===== src/hw/rtl/ufc_pkg.sv =====
// ----------------------------------------------------------------------------
// ufc_pkg: shared types, constants and glyph lookup
// Command and status structs, controller state codes, register indexes and
// the reverse font tables used by the UTF-8 to font code converter.
// ----------------------------------------------------------------------------
package ufc_pkg;

	localparam int unsigned BYTE_W  = 8;
	localparam int unsigned CP_W    = 21;
	localparam int unsigned CFG_W   = 9;
	localparam int unsigned CFG_IDX_W = 2;
	localparam int unsigned BUF_DEPTH = 4;
	localparam int unsigned FILL_W  = 3;

	localparam logic [CFG_IDX_W-1:0] CFG_FONT_KIND   = 2'd0;
	localparam logic [CFG_IDX_W-1:0] CFG_FIRST_CODE  = 2'd1;
	localparam logic [CFG_IDX_W-1:0] CFG_GLYPH_COUNT = 2'd2;

	localparam logic FONT_LEGEND = 1'b0;
	localparam logic FONT_GUI    = 1'b1;

	localparam logic [7:0] RST_FIRST_CODE  = 8'd32;
	localparam logic [8:0] RST_GLYPH_COUNT = 9'd96;

	localparam logic [7:0]      QMARK     = 8'h3F;
	localparam logic [CP_W-1:0] CHAR_ZERO = 21'h30;
	localparam logic [CP_W-1:0] CHAR_NINE = 21'h39;

	localparam logic [7:0] LEAD3_MIN = 8'hF0;
	localparam logic [7:0] LEAD2_MIN = 8'hE0;
	localparam logic [7:0] LEAD1_MIN = 8'hC0;
	localparam logic [1:0] FOLLOW_TAG = 2'b10;

	typedef enum logic [1:0] {
		ST_IDLE = 2'b01,
		ST_WORK = 2'b10
	} state_t;

	typedef struct packed {
		logic append;
		logic step;
	} cmd_t;

	typedef struct packed {
		logic emit;
		logic drained;
	} stat_t;

	typedef struct packed {
		logic [7:0] code;
		logic       rejected;
	} map_t;

	function automatic map_t map_glyph(logic kind, logic [CP_W-1:0] cp,
			logic [7:0] first, logic [8:0] count);
		map_t       r;
		logic       hit;
		logic [7:0] code;
		logic [9:0] upper;
		logic       in_range;
		logic       digit;
		hit  = 1'b0;
		code = QMARK;
		if (cp[CP_W-1:8] == '0) begin
			if (kind == FONT_LEGEND) begin
				hit = 1'b1;
				case (cp[7:0])
					8'hE4: code = 8'h30;
					8'hE0: code = 8'h31;
					8'hE8: code = 8'h32;
					8'hE9: code = 8'h33;
					8'hEA: code = 8'h34;
					8'hF6: code = 8'h35;
					8'hFC: code = 8'h36;
					8'hE1: code = 8'h37;
					8'hED: code = 8'h38;
					8'hDF: code = 8'h39;
					8'h31: code = 8'h5B;
					8'h30: code = 8'h5C;
					8'hA9: code = 8'h5D;
					8'hAE: code = 8'h5E;
					default: hit = 1'b0;
				endcase
			end else begin
				hit = 1'b1;
				case (cp[7:0])
					8'hDC: code = 8'h5B;
					8'hD6: code = 8'h5C;
					8'hC4: code = 8'h5D;
					default: hit = 1'b0;
				endcase
			end
		end
		upper    = {2'b00, first} + {1'b0, count};
		in_range = (cp >= {13'd0, first}) && (cp < {11'd0, upper});
		digit    = (kind == FONT_LEGEND) && (cp >= CHAR_ZERO) && (cp <= CHAR_NINE);
		if (!hit && in_range && !digit) begin
			code = cp[7:0];
			hit  = 1'b1;
		end
		if (!hit) begin
			code = QMARK;
		end
		r.code     = code;
		r.rejected = !hit;
		return r;
	endfunction

endpackage


===== src/hw/rtl/ufc_if.sv =====
// ----------------------------------------------------------------------------
// ufc_if: stream channels of the converter
// Byte channel into the block and glyph channel out of it.
// ----------------------------------------------------------------------------
interface ufc_byte_if;
	logic       valid;
	logic       ready;
	logic [7:0] in_byte;
	logic       end_of_text;

	modport source (output valid, output in_byte, output end_of_text, input ready);
	modport sink   (input valid, input in_byte, input end_of_text, output ready);
endinterface

interface ufc_glyph_if;
	logic        valid;
	logic        ready;
	logic [7:0]  font_code;
	logic [20:0] code_point;
	logic        rejected;
	logic        last_of_text;

	modport source (output valid, output font_code, output code_point,
		output rejected, output last_of_text, input ready);
	modport sink   (input valid, input font_code, input code_point,
		input rejected, input last_of_text, output ready);
endinterface


===== src/hw/rtl/utf8_to_font_code_unit.sv =====
// ----------------------------------------------------------------------------
// utf8_to_font_code_unit: UTF-8 byte stream to font code converter
// Decodes UTF-8 text and gives one font code word per decoded code point.
// ----------------------------------------------------------------------------
// Usage:
//   text  : one byte word per handshake, end_of_text on the final byte.
//   glyph : one word per code point: font code, code point, rejected flag and
//           last_of_text on the final word of a string.
//   cfg_* : write font kind, first code and glyph count while the block idles.
// Timing: a byte is taken into the byte buffer, then each code point that it
//   completes takes one decode step that writes the result word, at most four
//   words per byte; a byte that releases no word, or leaves an unfinished
//   sequence behind, takes one more pass through ST_WORK before text.ready
//   returns. The next byte is taken only after the last one is done. The first
//   word is valid once the byte buffer and then the result word are written.
//   The byte buffer head decoder, shared across steps, sets this pace.
// Reset: font kind GUI text, first code 32, glyph count 96, buffer empty.
// Stall: the result word holds while glyph.ready is low; the decode step
//   waits for the output register, and text.ready stays low meanwhile.
// ----------------------------------------------------------------------------
module utf8_to_font_code_unit (
	input  logic                          clk,
	input  logic                          arst_n,
	ufc_byte_if.sink                      text,
	ufc_glyph_if.source                   glyph,
	input  logic                          cfg_we,
	input  logic [ufc_pkg::CFG_IDX_W-1:0] cfg_index,
	input  logic [ufc_pkg::CFG_W-1:0]     cfg_data
);

	ufc_pkg::cmd_t  cmd;
	ufc_pkg::stat_t stat;

	ufc_ctrl u_ctrl (
		.clk       (clk),
		.arst_n    (arst_n),
		.in_valid  (text.valid),
		.in_ready  (text.ready),
		.out_valid (glyph.valid),
		.out_ready (glyph.ready),
		.stat      (stat),
		.cmd       (cmd)
	);

	ufc_dpath u_dpath (
		.clk          (clk),
		.arst_n       (arst_n),
		.cfg_we       (cfg_we),
		.cfg_index    (cfg_index),
		.cfg_data     (cfg_data),
		.in_byte      (text.in_byte),
		.end_of_text  (text.end_of_text),
		.cmd          (cmd),
		.stat         (stat),
		.font_code    (glyph.font_code),
		.code_point   (glyph.code_point),
		.rejected     (glyph.rejected),
		.last_of_text (glyph.last_of_text)
	);

endmodule


===== src/hw/rtl/ufc_ctrl.sv =====
// ----------------------------------------------------------------------------
// ufc_ctrl: sequencing controller
// Takes a byte word, then steps the decoder once per code point until the
// buffer is empty or holds an unfinished sequence. Owns the output valid.
// ----------------------------------------------------------------------------
module ufc_ctrl (
	input  logic          clk,
	input  logic          arst_n,
	input  logic          in_valid,
	output logic          in_ready,
	output logic          out_valid,
	input  logic          out_ready,
	input  ufc_pkg::stat_t stat,
	output ufc_pkg::cmd_t  cmd
);

	ufc_pkg::state_t state_q, state_d;
	logic out_valid_q;
	logic slot_free;

	assign slot_free = !out_valid_q || out_ready;
	assign out_valid = out_valid_q;

	always_comb begin
		state_d    = state_q;
		cmd.append = 1'b0;
		cmd.step   = 1'b0;
		in_ready   = 1'b0;
		unique case (state_q)
			ufc_pkg::ST_IDLE: begin
				in_ready = 1'b1;
				if (in_valid) begin
					cmd.append = 1'b1;
					state_d    = ufc_pkg::ST_WORK;
				end
			end
			ufc_pkg::ST_WORK: begin
				if (!stat.emit) begin
					state_d = ufc_pkg::ST_IDLE;
				end else if (slot_free) begin
					cmd.step = 1'b1;
					if (stat.drained) begin
						state_d = ufc_pkg::ST_IDLE;
					end
				end
			end
			default: state_d = ufc_pkg::ST_IDLE;
		endcase
	end

	always_ff @(posedge clk or negedge arst_n) begin
		if (!arst_n) begin
			state_q     <= ufc_pkg::ST_IDLE;
			out_valid_q <= 1'b0;
		end else begin
			state_q <= state_d;
			if (cmd.step) begin
				out_valid_q <= 1'b1;
			end else if (out_ready) begin
				out_valid_q <= 1'b0;
			end
		end
	end

endmodule


===== src/hw/rtl/ufc_dpath.sv =====
// ----------------------------------------------------------------------------
// ufc_dpath: byte buffer, sequence decoder and glyph lookup
// Holds the unfinished sequence, decodes one code point from its head per
// step, maps it onto the font and holds the result word.
// ----------------------------------------------------------------------------
module ufc_dpath (
	input  logic                        clk,
	input  logic                        arst_n,
	input  logic                        cfg_we,
	input  logic [ufc_pkg::CFG_IDX_W-1:0] cfg_index,
	input  logic [ufc_pkg::CFG_W-1:0]   cfg_data,
	input  logic [7:0]                  in_byte,
	input  logic                        end_of_text,
	input  ufc_pkg::cmd_t               cmd,
	output ufc_pkg::stat_t              stat,
	output logic [7:0]                  font_code,
	output logic [ufc_pkg::CP_W-1:0]    code_point,
	output logic                        rejected,
	output logic                        last_of_text
);

	logic [7:0]                 buf_q [ufc_pkg::BUF_DEPTH];
	logic [ufc_pkg::FILL_W-1:0] fill_q;
	logic                       eot_q;
	logic                       font_kind_q;
	logic [7:0]                 first_code_q;
	logic [8:0]                 glyph_count_q;

	logic [7:0]                 font_code_q;
	logic [ufc_pkg::CP_W-1:0]   code_point_q;
	logic                       rejected_q;
	logic                       last_q;

	logic [7:0]                 lead;
	logic [2:0]                 extra;
	logic [2:0]                 avail;
	logic [3:1]                 fol_ok;
	logic                       bad;
	logic                       complete;
	logic [ufc_pkg::CP_W-1:0]   full_cp;
	logic [ufc_pkg::CP_W-1:0]   value;
	logic [2:0]                 consume;
	logic [ufc_pkg::FILL_W-1:0] remain;
	ufc_pkg::map_t              mapped;

	always_comb begin
		lead   = buf_q[0];
		avail  = fill_q - 3'd1;
		fol_ok = {buf_q[3][7:6] == ufc_pkg::FOLLOW_TAG,
			buf_q[2][7:6] == ufc_pkg::FOLLOW_TAG,
			buf_q[1][7:6] == ufc_pkg::FOLLOW_TAG};
		if (lead >= ufc_pkg::LEAD3_MIN) begin
			extra   = 3'd3;
			full_cp = {lead[2:0], buf_q[1][5:0], buf_q[2][5:0], buf_q[3][5:0]};
		end else if (lead >= ufc_pkg::LEAD2_MIN) begin
			extra   = 3'd2;
			full_cp = {5'd0, lead[3:0], buf_q[1][5:0], buf_q[2][5:0]};
		end else if (lead >= ufc_pkg::LEAD1_MIN) begin
			extra   = 3'd1;
			full_cp = {10'd0, lead[4:0], buf_q[1][5:0]};
		end else begin
			extra   = 3'd0;
			full_cp = {13'd0, lead};
		end
		bad = (extra >= 3'd1 && avail >= 3'd1 && !fol_ok[1])
			|| (extra >= 3'd2 && avail >= 3'd2 && !fol_ok[2])
			|| (extra >= 3'd3 && avail >= 3'd3 && !fol_ok[3]);
		complete = avail >= extra;
		if (!bad && complete) begin
			value   = full_cp;
			consume = extra + 3'd1;
		end else begin
			value   = {13'd0, lead};
			consume = 3'd1;
		end
		remain       = fill_q - consume;
		stat.emit    = bad || complete || eot_q;
		stat.drained = remain == '0;
		mapped       = ufc_pkg::map_glyph(font_kind_q, value, first_code_q, glyph_count_q);
	end

	// configuration registers
	always_ff @(posedge clk or negedge arst_n) begin
		if (!arst_n) begin
			font_kind_q   <= ufc_pkg::FONT_GUI;
			first_code_q  <= ufc_pkg::RST_FIRST_CODE;
			glyph_count_q <= ufc_pkg::RST_GLYPH_COUNT;
		end else if (cfg_we) begin
			unique case (cfg_index)
				ufc_pkg::CFG_FONT_KIND:   font_kind_q   <= cfg_data[0];
				ufc_pkg::CFG_FIRST_CODE:  first_code_q  <= cfg_data[7:0];
				ufc_pkg::CFG_GLYPH_COUNT: glyph_count_q <= cfg_data;
				default: ;
			endcase
		end
	end

	// buffer fill and end mark
	always_ff @(posedge clk or negedge arst_n) begin
		if (!arst_n) begin
			fill_q <= '0;
			eot_q  <= 1'b0;
		end else if (cmd.append) begin
			fill_q <= fill_q + 3'd1;
			eot_q  <= end_of_text;
		end else if (cmd.step) begin
			fill_q <= remain;
		end
	end

	// byte buffer: append at the fill point, drop consumed bytes from the head
	always_ff @(posedge clk) begin
		if (cmd.append) begin
			buf_q[fill_q[1:0]] <= in_byte;
		end else if (cmd.step) begin
			case (consume)
				3'd1: begin
					buf_q[0] <= buf_q[1];
					buf_q[1] <= buf_q[2];
					buf_q[2] <= buf_q[3];
				end
				3'd2: begin
					buf_q[0] <= buf_q[2];
					buf_q[1] <= buf_q[3];
				end
				3'd3: begin
					buf_q[0] <= buf_q[3];
				end
				default: ;
			endcase
		end
	end

	// result word
	always_ff @(posedge clk) begin
		if (cmd.step) begin
			font_code_q  <= mapped.code;
			code_point_q <= value;
			rejected_q   <= mapped.rejected;
			last_q       <= eot_q && (remain == '0);
		end
	end

	assign font_code    = font_code_q;
	assign code_point   = code_point_q;
	assign rejected     = rejected_q;
	assign last_of_text = last_q;

endmodule


===== src/flat_wrapper.sv =====
// flat-port wrapper written by rule: the top's interface ports become plain ports
module utf8_to_font_code_unit_flat 
  (clk, arst_n, cfg_we, cfg_index, cfg_data, text_valid, text_in_byte, text_end_of_text, text_ready, glyph_valid, glyph_font_code, glyph_code_point, glyph_rejected, glyph_last_of_text, glyph_ready);
  ufc_byte_if text_i ();
  ufc_glyph_if glyph_i ();
  input  logic clk;
  input  logic arst_n;
  input  logic cfg_we;
  input  logic [ufc_pkg::CFG_IDX_W-1:0] cfg_index;
  input  logic [ufc_pkg::CFG_W-1:0] cfg_data;
  input wire logic [$bits(text_i.valid)-1:0] text_valid;
  input wire logic [$bits(text_i.in_byte)-1:0] text_in_byte;
  input wire logic [$bits(text_i.end_of_text)-1:0] text_end_of_text;
  output wire logic [$bits(text_i.ready)-1:0] text_ready;
  output wire logic [$bits(glyph_i.valid)-1:0] glyph_valid;
  output wire logic [$bits(glyph_i.font_code)-1:0] glyph_font_code;
  output wire logic [$bits(glyph_i.code_point)-1:0] glyph_code_point;
  output wire logic [$bits(glyph_i.rejected)-1:0] glyph_rejected;
  output wire logic [$bits(glyph_i.last_of_text)-1:0] glyph_last_of_text;
  input wire logic [$bits(glyph_i.ready)-1:0] glyph_ready;
  assign text_i.valid = text_valid;
  assign text_i.in_byte = text_in_byte;
  assign text_i.end_of_text = text_end_of_text;
  assign text_ready = text_i.ready;
  assign glyph_valid = glyph_i.valid;
  assign glyph_font_code = glyph_i.font_code;
  assign glyph_code_point = glyph_i.code_point;
  assign glyph_rejected = glyph_i.rejected;
  assign glyph_last_of_text = glyph_i.last_of_text;
  assign glyph_i.ready = glyph_ready;
  utf8_to_font_code_unit u_core (.clk(clk), .arst_n(arst_n), .text(text_i), .glyph(glyph_i), .cfg_we(cfg_we), .cfg_index(cfg_index), .cfg_data(cfg_data));
endmodule

===== config.mk =====
export PLATFORM = sky130hd
export DESIGN_NAME = utf8_to_font_code_unit_flat
export DESIGN_NICKNAME = d
export VERILOG_FILES = /design/src/hw/rtl/ufc_pkg.sv /design/src/hw/rtl/ufc_if.sv /design/src/hw/rtl/utf8_to_font_code_unit.sv /design/src/hw/rtl/ufc_ctrl.sv /design/src/hw/rtl/ufc_dpath.sv /design/src/flat_wrapper.sv
export SDC_FILE = /design/constraint.sdc
export NUM_CORES = 1
export LEC_CHECK = 0
export BUFFER_PORTS_ARGS = -buffer_cell sky130_fd_sc_hd__buf_4
export CORE_ASPECT_RATIO = 0.8
export CORE_UTILIZATION = 31
export CTS_CLUSTER_DIAMETER = 100
export DETAILED_ROUTE_END_ITERATION = 8
export GPL_TIMING_DRIVEN = 0
export PLACE_DENSITY = 0.44
export SLEW_MARGIN = 20
export SYNTH_ARGS = -nofsm -noshare
export SYNTH_HDL_FRONTEND = slang
export SYNTH_SLANG_ARGS = --single-unit

===== constraint.sdc =====
create_clock -name clk -period 11.1 [get_ports clk]
set_input_delay 1.665 -clock clk [delete_from_list [all_inputs] [get_ports clk]]
set_output_delay 1.665 -clock clk [all_outputs]
set_load 0.03 [all_outputs]

# After elaboration in Yosys (flattened, before gate mapping)
# Memories as Yosys holds them, arrays and structs flattened.
# Index checks and enable logic that the tools add are counted.
[word_totals]
regBits = 56
ram_bits = 32
output_inout_bits = 33
wordCells = 156
n_memories = 1
[op_classes]
add_sub_neg = 5
n_lt_le_gt_ge = 14
n_eq_ne = 30
muxes = 53
bitwise_logic = 4
n_reduce_logical = 38
[mem_list]
columns = ["name", "depth", "word_bits", "read_ports", "rd_clocked_by_memory_dff", "write_ports", "line", "text"]
rows = [
  ["u_core.u_dpath.buf_q", 4, 8, 4, 0, 3, "ufc_dpath.sv:22", "logic [7:0] buf_q [ufc_pkg::BUF_DEPTH];"],
]
[op_table]
columns = ["op", "n"]
rows = [
  ["8-bit equality test, second input constant", 15],
  ["7-bit case mux with 14 select lines", 1],
  ["8-bit two-way mux", 7],
  ["21-bit two-way mux", 2],
  ["1-bit two-way mux", 29],
  ["8-bit greater-or-equal comparator, second input constant", 3],
  ["21-bit by 6-bit greater-or-equal comparator with 1-bit output, second input constant", 1],
  ["21-bit by 8-bit greater-or-equal comparator with 1-bit output", 1],
  ["21-bit by 6-bit less-or-equal comparator with 1-bit output, second input constant", 1],
  ["21-bit by 10-bit < comparator with 1-bit output", 1],
  ["7-bit case mux with 3 select lines", 1],
  ["8-bit by 6-bit equality test with 1-bit output, second input constant", 2],
  ["16-bit two-way mux", 1],
  ["14-bit OR reduction", 1],
  ["1-bit logical AND", 13],
  ["13-bit logical NOT", 1],
  ["3-bit by 2-bit greater-or-equal comparator with 1-bit output, second input constant", 4],
  ["2-bit two-way mux", 6],
  ["3-bit two-way mux", 4],
  ["11-bit two-way mux", 1],
  ["8-bit by 9-bit adder with 10-bit output", 1],
  ["2-bit equality test, second input constant", 5],
  ["1-bit logical NOT", 8],
  ["8-bit OR reduction", 1],
  ["21 further kinds", 34],
]

# Depth between registers and ports, before layout
# Gate-level depths: netlist of the first run.
# An unclocked memory read counts as a cell.
[logic_depth]
depth_word = 23
mapped_depth = 25
depth_no_buf = 21

# Hierarchy
# From an unflattened synthesis of the first run, not the netlist that was laid out.
[hier_totals]
cells_unflattened = 596
hier_area_um2 = 6073.3
[modules_own_cells]
columns = ["module", "n_inst", "cells_per_inst", "area_each_um2"]
rows = [
  ["ufc_dpath", 1, 584, 5935.7],
  ["ufc_ctrl", 1, 12, 137.6],
]

# Worst setup path before layout of the first run
# No wires, ideal clock.
[synth_path]
kind = "register to register"
start = "mem u_core.u_dpath.buf_q[0][4]"
end = "reg u_core.u_dpath.font_code_q[2], in the netlist u_core.u_dpath.font_code[2] (data pin)"
setup_ns = 0.279
t_arrival_ns = 4.541
required_ns = 10.821
setup_slack_ns = 6.279
stages_incl_launch_ff = 24
synth_period_minus_slack_ns = 4.821
cell_sequence = "edfxtp_1 -> buf_2 -> buf_1 -> buf_1 -> nor2_1 -> nor2_1 -> ha_1 -> nand2b_1 -> a21oi_1 -> nand2_1 -> nand3_1 -> buf_2 -> nor2_1 -> a21oi_1 -> inv_1 -> ha_1 -> a21oi_1 -> nand2_1 -> a211oi_1 -> o21bai_1 -> a211oi_1 -> nand2_1 -> nor3_2 -> a32oi_1"
[synth_rtl]
columns = ["item", "line", "text"]
rows = [
  ["start: declaration", "ufc_dpath.sv:22", ""],
  ["end signal: assignment", "ufc_dpath.sv:137", "font_code_q <= mapped.code;"],
  ["end: declaration", "ufc_dpath.sv:29", "logic [7:0] font_code_q;"],
]

==> metrics.md, run 1 <==
| Metric | Value |
|---|---|
| Gr ovfl total | `0` |
| Comb pwr share | `55.1%` |
| Initial DRC Count | `368` |
| Net Count, Synth | `676` |
| Fillers | `1909` |
| Lkg Pwr | `0.00287 µW` |
| Crit end category | `flip-flop` |
| First-pass GRT wire length | `28100 µm` |
| Highest routed layer | `met4` |
| I/O Buffers | `57` |
| Maximum Capacitance Violations | `0` |
| Design area | `0.00698 mm²` |
| TritonCTS clock tree | `built` |
| Internal power | `995 µW` |
| Clk_lat worst skew | `0.36 ns` |
| Worst Setup Start Kind | `flip-flop` |
| Die area | `0.0198 mm²` |
| Clock buffer depth | `2` |
| Pwr dens | `265 mW/mm²` |
| Met1 Wirelength | `8790 µm` |
| Core Area | `0.0185 mm²` |
| Setup slack, reg-to-reg | `4.49 ns` |
| Part of the power in registers | `29.4%` |
| Largest net degree at the start of global routing | `32` |
| Root buffer cell | `clkbuf_16` |
| Outcome | `finished clean` |
| Switching pwr | `857 µW` |
| Initial antenna violation count | `0` |
| NumNets Final | `744` |
| DIE WIDTH | `157 µm` |
| Vias | `5036` |
| Period utilization | `59.6%` |
| Synth cell count leaders | `84 x nand2_1, 63 x edfxtp_1, 50 x nor2_1` |
| Row count | `44` |
| F_max | `151 MHz` |
| Hold Path Origin | `u_core.u_dpath.glyph_count_q[7]` |
| Synth Warn # | `0` |
| CP cell instances | `buf_2 > buf_1 > buf_1 > nor2_1 > nor2_1 > ha_1 > nand2b_1 > a21oi_1 > nand2_1 > nand3_1 > buf_2 > nor2_1 > a21oi_1 > inv_1 > ha_1 > a21oi_1 > nand2_1 > a211oi_1 > o21bai_1 > a211oi_1 > nand2_1 > nor3_2 > a32oi_1` |
| Synth async-reset ratio | `28.4%` |
| Post-DP HPWL | `13400 µm` |
| Synth Register Bits | `88` |
| Worst Hold Path EP | `u_core.u_dpath.glyph_count_q[7]` |
| Via/cell ratio | `5.34` |
| WP data arrival | `6.67 ns` |
| Placed inst area | `0.00671 mm²` |
| Path type of the worst min-delay path | `reg -> reg` |
| Syn Inst Count | `617` |
| Critical path fanouts, max | `10` |
| Pre-antenna DRT Iters | `5` |
| Area contributors post-synth | `edfxtp_1 32%, dfrtp_1 8.4%, ha_1 6.7%` |
| Crit path depth | `23` |
| Total Wirelength | `17200 µm` |
| Worst Path Buf+Inv | `5` |
| Crit path required time | `11.16 ns` |
| R2r worst-path depth | `23` |
| Sequential fraction of the synthesis area | `42.4%` |
| Die Height | `126 µm` |
| Max VDD drop | `0.000109 V` |
| Ports | `58` |
| Share of cells above drive strength 1 | `18.1%` |
| Relative slew slack | `40.3%` |
| Main flop type after synthesis | `edfxtp_1` |
| Metal2 WL | `7160 µm` |
| Setup Skew | `0.00744 ns` |
| Slowest cell on crit path | `buf_1` |
| Area leader, netlist | `edfxtp_1` |
| Vias in the first global route | `4990` |
| Clk slew on worst S/H paths | `0.06 ns` |
| H-tree Lvls | `3` |
| Starting Density | `32.2%` |
| Synthesized area | `0.00596 mm²` |
| Critical path class | `reg -> reg` |
| Final Setup Violations | `0` |
| Max Slew Vio Count | `0` |
| Total CTS buffers | `9` |
| Routed WL per cell | `18.3 µm` |
| Switching part of the total | `46.3%` |
| CP max stage delay | `0.60 ns` |
| Clock share of power | `15.5%` |
| Metal3 WL | `1060 µm` |
| Routability Congestion | `0.867` |
| Hold Path Stages | `1` |
| Antenna-violating nets left | `0` |
| Drt drc | `0` |
| Reg2reg end | `u_core.u_dpath.font_code[2]` |
| Clk sinks | `88` |
| Post-synth cell types | `73` |
| Final-report hold violation count | `0` |
| Hold buffer count at CTS | `0` |
| Setup Fix Bufs, Post-CTS | `0` |
| Post-synthesis to final-layout area growth | `17.2%` |
| GR Util All Layers | `18.7%` |
| Post-synth top area share | `31.8%` |
| CP delay by family, top | `simple AND/OR/NAND/NOR gates` |
| Reg2reg start | `u_core.u_dpath.buf_q[0][4]` |
| Antenna cells | `0` |
| Post-CTS resize count | `0` |
| Mean Syn Cell Area | `9.65 µm²` |
| Post-synth EDFFs | `63` |
| Period minus WS final | `6.61 ns` |
| RSZ-0062 raised after global routing | `false` |
| Setup TNS | `0 ns` |
| Tightest Pin Transition | `0.891 ns` |
| Count leader, synth | `nand2_1` |
-- placed cells by master, fill, tap and decap left out, types with 4 or more instances in the layout --
master     netlist  final
clkbuf_1        19     21
or4_1            5      5
or3_1            5      5
a31oi_1         23     23
nor3_1          13     13
xnor2_1          8      8
nand2b_1         9      9
inv_1           29     28
mux2_2          23     23
buf_4            0     57
nor2_1          50     50
and2_1          11     11
mux2i_1         20     20
nand3_1         15     15
nor2b_1          5      5
a211oi_1        11     11
ha_1            32     32
a21oi_1         25     25
buf_2            9      9
and3_1           8      8
dfstp_2          5      5
edfxtp_1        63     63
o21bai_1         4      4
nand3b_1         5      5
nand2_1         84     84
clkbuf_16        0      9
o22ai_1         10     10
o31ai_1          5      5
dfrtp_1         20     20
nor4_1           6      6
o21ai_0         17     17
a21o_1          10     10
-- how the worst max path moves through the flow --
stage,from,slack (ns),end
floorplan,u_core.u_dpath.buf_q[0][4],6.28,u_core.u_dpath.font_code[2]
global placement,u_core.u_dpath.buf_q[0][4],4.65,u_core.u_dpath.font_code[2]
detailed placement,u_core.u_dpath.buf_q[0][4],4.61,u_core.u_dpath.font_code[2]
CTS,u_core.u_dpath.buf_q[0][4],4.56,u_core.u_dpath.font_code[2]
global route,u_core.u_dpath.buf_q[0][4],3.94,u_core.u_dpath.font_code[2]
finish,u_core.u_dpath.buf_q[0][4],4.49,u_core.u_dpath.font_code[2]
-- through the flow --
step	total power (µW)	cells	utilization, %	setup slack, ns	hold WS [ns]
3_3_place_gp	1560	927	36.2	4.65	0.494
6_report	1850	943	37.7	4.49	0.509
2_1_floorplan	1250	617	-	6.28	0.454
3_5_place_dp	1560	927	36.3	4.61	0.501
5_1_grt	2000	943	37.7	3.94	0.534
4_1_cts	1860	943	37.7	4.56	0.517
-- kinds of logic after synthesis --
logic type	after synthesis	synth area share, %
flops	88	42.4
compound gates	148	17.8
buf+inv	61	4.16
fa+ha+maj	34	7.39
xor+xnor	12	1.89
simple gates	231	18.7
mux	43	7.71
-- per-layer routing --
metal	vias to the layer above	global-route usage (%)
li1	2431	-
met1	2439	27.5
met2	149	27.0
met3	17	3.82
met4	0	6.06
met5	-	0
-- power by group through the flow --
stage	combinational (µW)	clock (µW)	sequential [µW]
floorplan	675	0	574
global route	1130	307	556
CTS	1010	297	545
global placement	1010	0	550
finish	1020	288	544
detailed placement	1010	0	551
-- area by class of cell --
class / count / area, µm² / share of cell area, %
tap: 253 / 317 / 4.54
timing repair buffer: 57 / 428 / 6.13
clock inverter: 3 / 17.5 / 0.251
multi-input combinational: 468 / 3190 / 45.7
buffer: 32 / 139 / 1.99
inverter: 29 / 109 / 1.56
sequential: 88 / 2520 / 36.2
clock buffer: 13 / 254 / 3.64
-- registers in the layout, summed over array words and instances (netlist names) --
signal	flops
u_core.u_dpath.rejected	1
u_core.u_dpath.fill_q	3
u_core.u_dpath.glyph_count_q	9
u_core.u_dpath.buf_q	32
u_core.u_dpath.code_point	21
u_core.u_dpath.first_code_q	8
u_core.u_ctrl.state_q	2
u_core.u_dpath.eot_q	1
u_core.u_dpath.font_code	8
u_core.u_dpath.last_of_text	1
u_core.u_dpath.font_kind_q	1
u_core.u_ctrl.out_valid	1
(Power assumes the default switching activity.)
==> run 2, diff against run 1 <==
ABC_AREA = 1   (was not set)
clock period = 6.25 ns   (was 11.1 ns; I/O delays follow)
==> run 2 against run 1 <==
Net effect: highest routed layer unchanged; combinational power rose to 2.8 times the previous value; hold slack worse by 0.028 ns; total power up 140%; critical endpoint is now u_core.u_dpath.buf_q[0][0].
==> metrics.md, run 2 <==
| Metric | Value |
|---|---|
| Outcome | `finished clean (unchanged)` |
| Reg2reg start | `u_core.u_dpath.buf_q[0][5] (was u_core.u_dpath.buf_q[0][4])` |
| Initial DRC Count | `359 (was 368)` |
| Largest net degree at the start of global routing | `28 (was 32)` |
| Crit end category | `flip-flop (unchanged)` |
| Clk_lat worst skew | `0.35 ns (was 0.36 ns)` |
| Pwr dens | `619 mW/mm² (was 265 mW/mm²)` |
| Synth Register Bits | `88 (unchanged)` |
| Total power | `4420 µW (was 1850 µW)` |
| Final-report hold violation count | `0 (unchanged)` |
| Post-DP HPWL | `13400 µm (about the same)` |
| Clk slew on worst S/H paths | `0.07 ns (was 0.06 ns)` |
| Lkg Pwr | `0.00339 µW (was 0.00287 µW)` |
| Routability Congestion | `0.862 (was 0.867)` |
| Area leader, netlist | `edfxtp_1 (unchanged)` |
| DIE WIDTH | `158 µm (was 157 µm)` |
| Final Setup Violations | `0 (unchanged)` |
| Pre-antenna DRT Iters | `5 (unchanged)` |
| Total CTS buffers | `9 (unchanged)` |
| Synth async-reset ratio | `28.4% (unchanged)` |
| Fillers | `2008 (was 1909)` |
| Period minus WS final | `4.90 ns (was 6.61 ns)` |
| Synth Warn # | `0 (unchanged)` |
| Largest family of logic cells by synthesized area | `simple AND/OR/NAND/NOR gates (unchanged)` |
| I/O Buffers | `57 (unchanged)` |
| Max reg flops | `32 (unchanged)` |
| RSZ-0062 raised after global routing | `false (unchanged)` |
| Via/cell ratio | `4.79 (was 5.34)` |
| Reg with most FFs | `u_core.u_dpath.buf_q (unchanged)` |
| CP cell instances | `nand2_1 > inv_1 > nand2_4 > inv_2 > nor2_1 > inv_1 > ha_1 > o21ai_0 > nand3b_1 > nand4_2 > buf_4 > nor2_1 > inv_1 > o211ai_1 > o211ai_1 (was buf_2 > buf_1 > buf_1 > nor2_1 > nor2_1 > ha_1 > nand2b_1 > a21oi_1 > nand2_1 > nand3_1 > buf_2 > nor2_1 > a21oi_1 > inv_1 > ha_1 > a21oi_1 > nand2_1 > a211oi_1 > o21bai_1 > a211oi_1 > nand2_1 > nor3_2 > a32oi_1)` |
| Main flop type after synthesis | `edfxtp_1 (unchanged)` |
| Vias in the first global route | `5316 (was 4990)` |
| Synth cell count leaders | `212 x nand2_1, 92 x inv_1, 78 x nor2_1 (was 84 x nand2_1, 63 x edfxtp_1, 50 x nor2_1)` |
| Tightest Pin Transition | `0.925 ns (was 0.891 ns)` |
| Simple-gate share of the synthesized area | `29.2% (was 18.7%)` |
| Die area | `0.0201 mm² (was 0.0198 mm²)` |
| Gr ovfl total | `0 (unchanged)` |
| Drt drc | `0 (unchanged)` |
| F_max | `204 MHz (was 151 MHz)` |
| Syn Inst Count | `764 (was 617)` |
| Mean Syn Cell Area | `7.94 µm² (was 9.65 µm²)` |
| Post-synthesis to final-layout area growth | `17.5% (was 17.2%)` |
| Post-synth EDFFs | `63 (unchanged)` |
| Maximum Capacitance Violations | `0 (unchanged)` |
| Core Area | `0.0191 mm² (was 0.0185 mm²)` |
| Placement Setup Slack | `1.44 ns (was 4.61 ns)` |
| Critical path class | `reg -> reg (unchanged)` |
| Post-synth top area share | `31.2% (was 31.8%)` |
| Setup slack, reg-to-reg | `1.35 ns (was 4.49 ns)` |
| Antenna cells | `0 (unchanged)` |
| Initial antenna violation count | `0 (unchanged)` |
| Period utilization | `78.4% (was 59.6%)` |
| Max Slew Vio Count | `0 (unchanged)` |
| TritonCTS clock tree | `built (unchanged)` |
| Most frequent cells in the layout | `212 x nand2_1, 92 x inv_1, 77 x nor2_1, 63 x edfxtp_1, 58 x buf_4 (was 84 x nand2_1, 63 x edfxtp_1, 57 x buf_4, 50 x nor2_1, 32 x ha_1)` |
| Design area | `0.00713 mm² (was 0.00698 mm²)` |
| Final WS setup | `1.35 ns (was 4.49 ns)` |
| CP delay by family, top | `compound AO/OA/AOI/OAI gates (was simple AND/OR/NAND/NOR gates)` |
| Crit path top cell by count | `inv_1` |
| Ports | `58 (unchanged)` |
| Setup Fix Bufs, Post-CTS | `0 (unchanged)` |
| Vias | `5249 (was 5036)` |
| CP max stage delay | `0.81 ns (was 0.60 ns)` |
| Hold buffer count at CTS | `0 (unchanged)` |
| Clock buffer depth | `2 (unchanged)` |
| Worst Path Buf+Inv | `5 (unchanged)` |
| First-pass GRT wire length | `27600 µm (was 28100 µm)` |
| XOR/XNOR Fraction of Synth Area | `1.30% (was 1.89%)` |
| Register Area | `0.00252 mm² (unchanged)` |
| Total Wirelength | `16900 µm (was 17200 µm)` |
| Post-synthesis mux area share | `0.351% (was 7.71%)` |
| Share of cells above drive strength 1 | `18.7% (was 18.1%)` |
| Slowest cell on crit path | `o211ai_1 (was buf_1)` |
| Post-synthesis compound-gate area fraction | `12.3% (was 17.8%)` |
| Max VDD drop | `0.000261 V (was 0.000109 V)` |
| H-tree Lvls | `3 (unchanged)` |
| R2r worst-path depth | `15 (was 23)` |
| Clk sinks | `88 (unchanged)` |
| WP data arrival | `4.84 ns (was 6.67 ns)` |
| Commonest non-fill, non-tap cell in the layout | `nand2_1 (unchanged)` |
| Routed WL per cell | `15.4 µm (was 18.3 µm)` |
| Relative slew slack | `38.1% (was 40.3%)` |
| Row count | `45 (was 44)` |
| Critical path fanouts, max | `10 (unchanged)` |
| Placed inst area | `0.00685 mm² (was 0.00671 mm²)` |
| Sequential fraction of the synthesis area | `41.6% (was 42.4%)` |
| Reg2reg end | `u_core.u_dpath.buf_q[0][0] (was u_core.u_dpath.font_code[2])` |
| Net Count, Synth | `823 (was 676)` |
| Post-CTS resize count | `0 (unchanged)` |
| Starting Density | `31.8% (was 32.2%)` |
| Synthesized area | `0.00607 mm² (was 0.00596 mm²)` |
| Area of the multi-input gates | `0.00307 mm² (was 0.00319 mm²)` |
| Worst Setup Start Kind | `flip-flop (unchanged)` |
| NumNets Final | `892 (was 744)` |
| Count leader, synth | `nand2_1 (unchanged)` |
| Post-synth cell types | `46 (was 73)` |
| Die Height | `127 µm (was 126 µm)` |
| Path type of the worst min-delay path | `in -> async (was reg -> reg)` |
| Adder-Cell Fraction of Synth Area | `7.26% (was 7.39%)` |
| Antenna-violating nets left | `0 (unchanged)` |
| Root buffer cell | `clkbuf_16 (unchanged)` |
| Setup Skew | `0.0116 ns (was 0.00744 ns)` |
| Crit path required time | `6.19 ns (was 11.16 ns)` |
| GR Util All Layers | `18.0% (was 18.7%)` |
| Area contributors post-synth | `edfxtp_1 31%, nand2_1 13%, dfrtp_1 8.2% (was edfxtp_1 32%, dfrtp_1 8.4%, ha_1 6.7%)` |
==> run 2: changes by cell type in the layout (fill, tap and decap cells not counted), sizes merged, moves of 19 or more <==
cell   change
nor2      +43
inv       +72
mux2i     -19
o21ai     +51
nand2    +158
mux2      -22
nand3     +19
==> run 2: worst max-delay path by stage <==
stage                          startpoint                         end  slack (ns)  cells past startpoint
2_1_floorplan  u_core.u_dpath.buf_q[0][7]  u_core.u_dpath.buf_q[0][0]        1.63                     15
3_3_place_gp   u_core.u_dpath.buf_q[0][5]  u_core.u_dpath.buf_q[0][5]       -0.35                     15
3_5_place_dp   u_core.u_dpath.buf_q[0][5]  u_core.u_dpath.buf_q[0][4]        1.44                     15
4_1_cts        u_core.u_dpath.buf_q[0][5]  u_core.u_dpath.buf_q[0][0]        1.40                     15
5_1_grt        u_core.u_dpath.buf_q[0][5]  u_core.u_dpath.buf_q[0][0]        1.03                     15
6_report       u_core.u_dpath.buf_q[0][5]  u_core.u_dpath.buf_q[0][0]        1.35                     15
==> run 2: layout make-up <==
class | count | share of cell area (%)
multi-input cells | 560 | 43.0
flip-flops and latches | 88 | 35.4
repair buffers | 58 | 6.28
inverters | 101 | 5.35
well taps | 258 | 4.53
clock buffers | 12 | 3.63
plain buffers | 15 | 1.44
clock inverters | 4 | 0.368
==> run 2: cell families (layout without fill, tap and decap cells) <==
family / after synthesis / after routing
adders and majority gates: 34 / 34
buffers and inverters: 116 / 190
muxes: 2 / 2
AOI/OAI and AO/OA: 129 / 129
and+or+nand+nor: 386 / 386
DFF: 88 / 88
xor gates and xnor gates: 9 / 9
==> run 2: stage by stage <==
step | utilization (%) | setup TNS [ns] | hold WS [ns] | cells
finish | 37.4 | 0 | 0.481 | 1096
global route | 37.4 | 0 | 0.501 | 1096
global placement | 35.7 | -5.38 | 0.480 | 1079
CTS | 37.4 | 0 | 0.485 | 1096
detailed placement | 35.9 | 0 | 0.482 | 1080
floorplan | - | 0 | 0.457 | 764
==> run 2: worst register-to-register path, delay by kind of cell, from the launching register on <==
kind	cells	cell delay, ns
compound gates	3	1.49
flops	1	0.55
simple gates	6	1.37
fa+ha+maj	1	0.27
buf+inv	5	0.81
==> run 2: where the power goes <==
group	total [µW]	switching, µW	internal, µW
clock	530	234	296
sequential	1020	126	897
combinational	2860	1940	924
total	4420	2300	2120
==> run 2: layer usage <==
metal,wire (µm),vias up,global-route usage [%],share of wire [%]
met5,0,-,0,0
met4,332,0,6.11,2.0
met3,666,20,3.09,3.9
met2,6810,124,26.5,40
met1,9100,2452,26.5,54
li1,-,2653,-,-
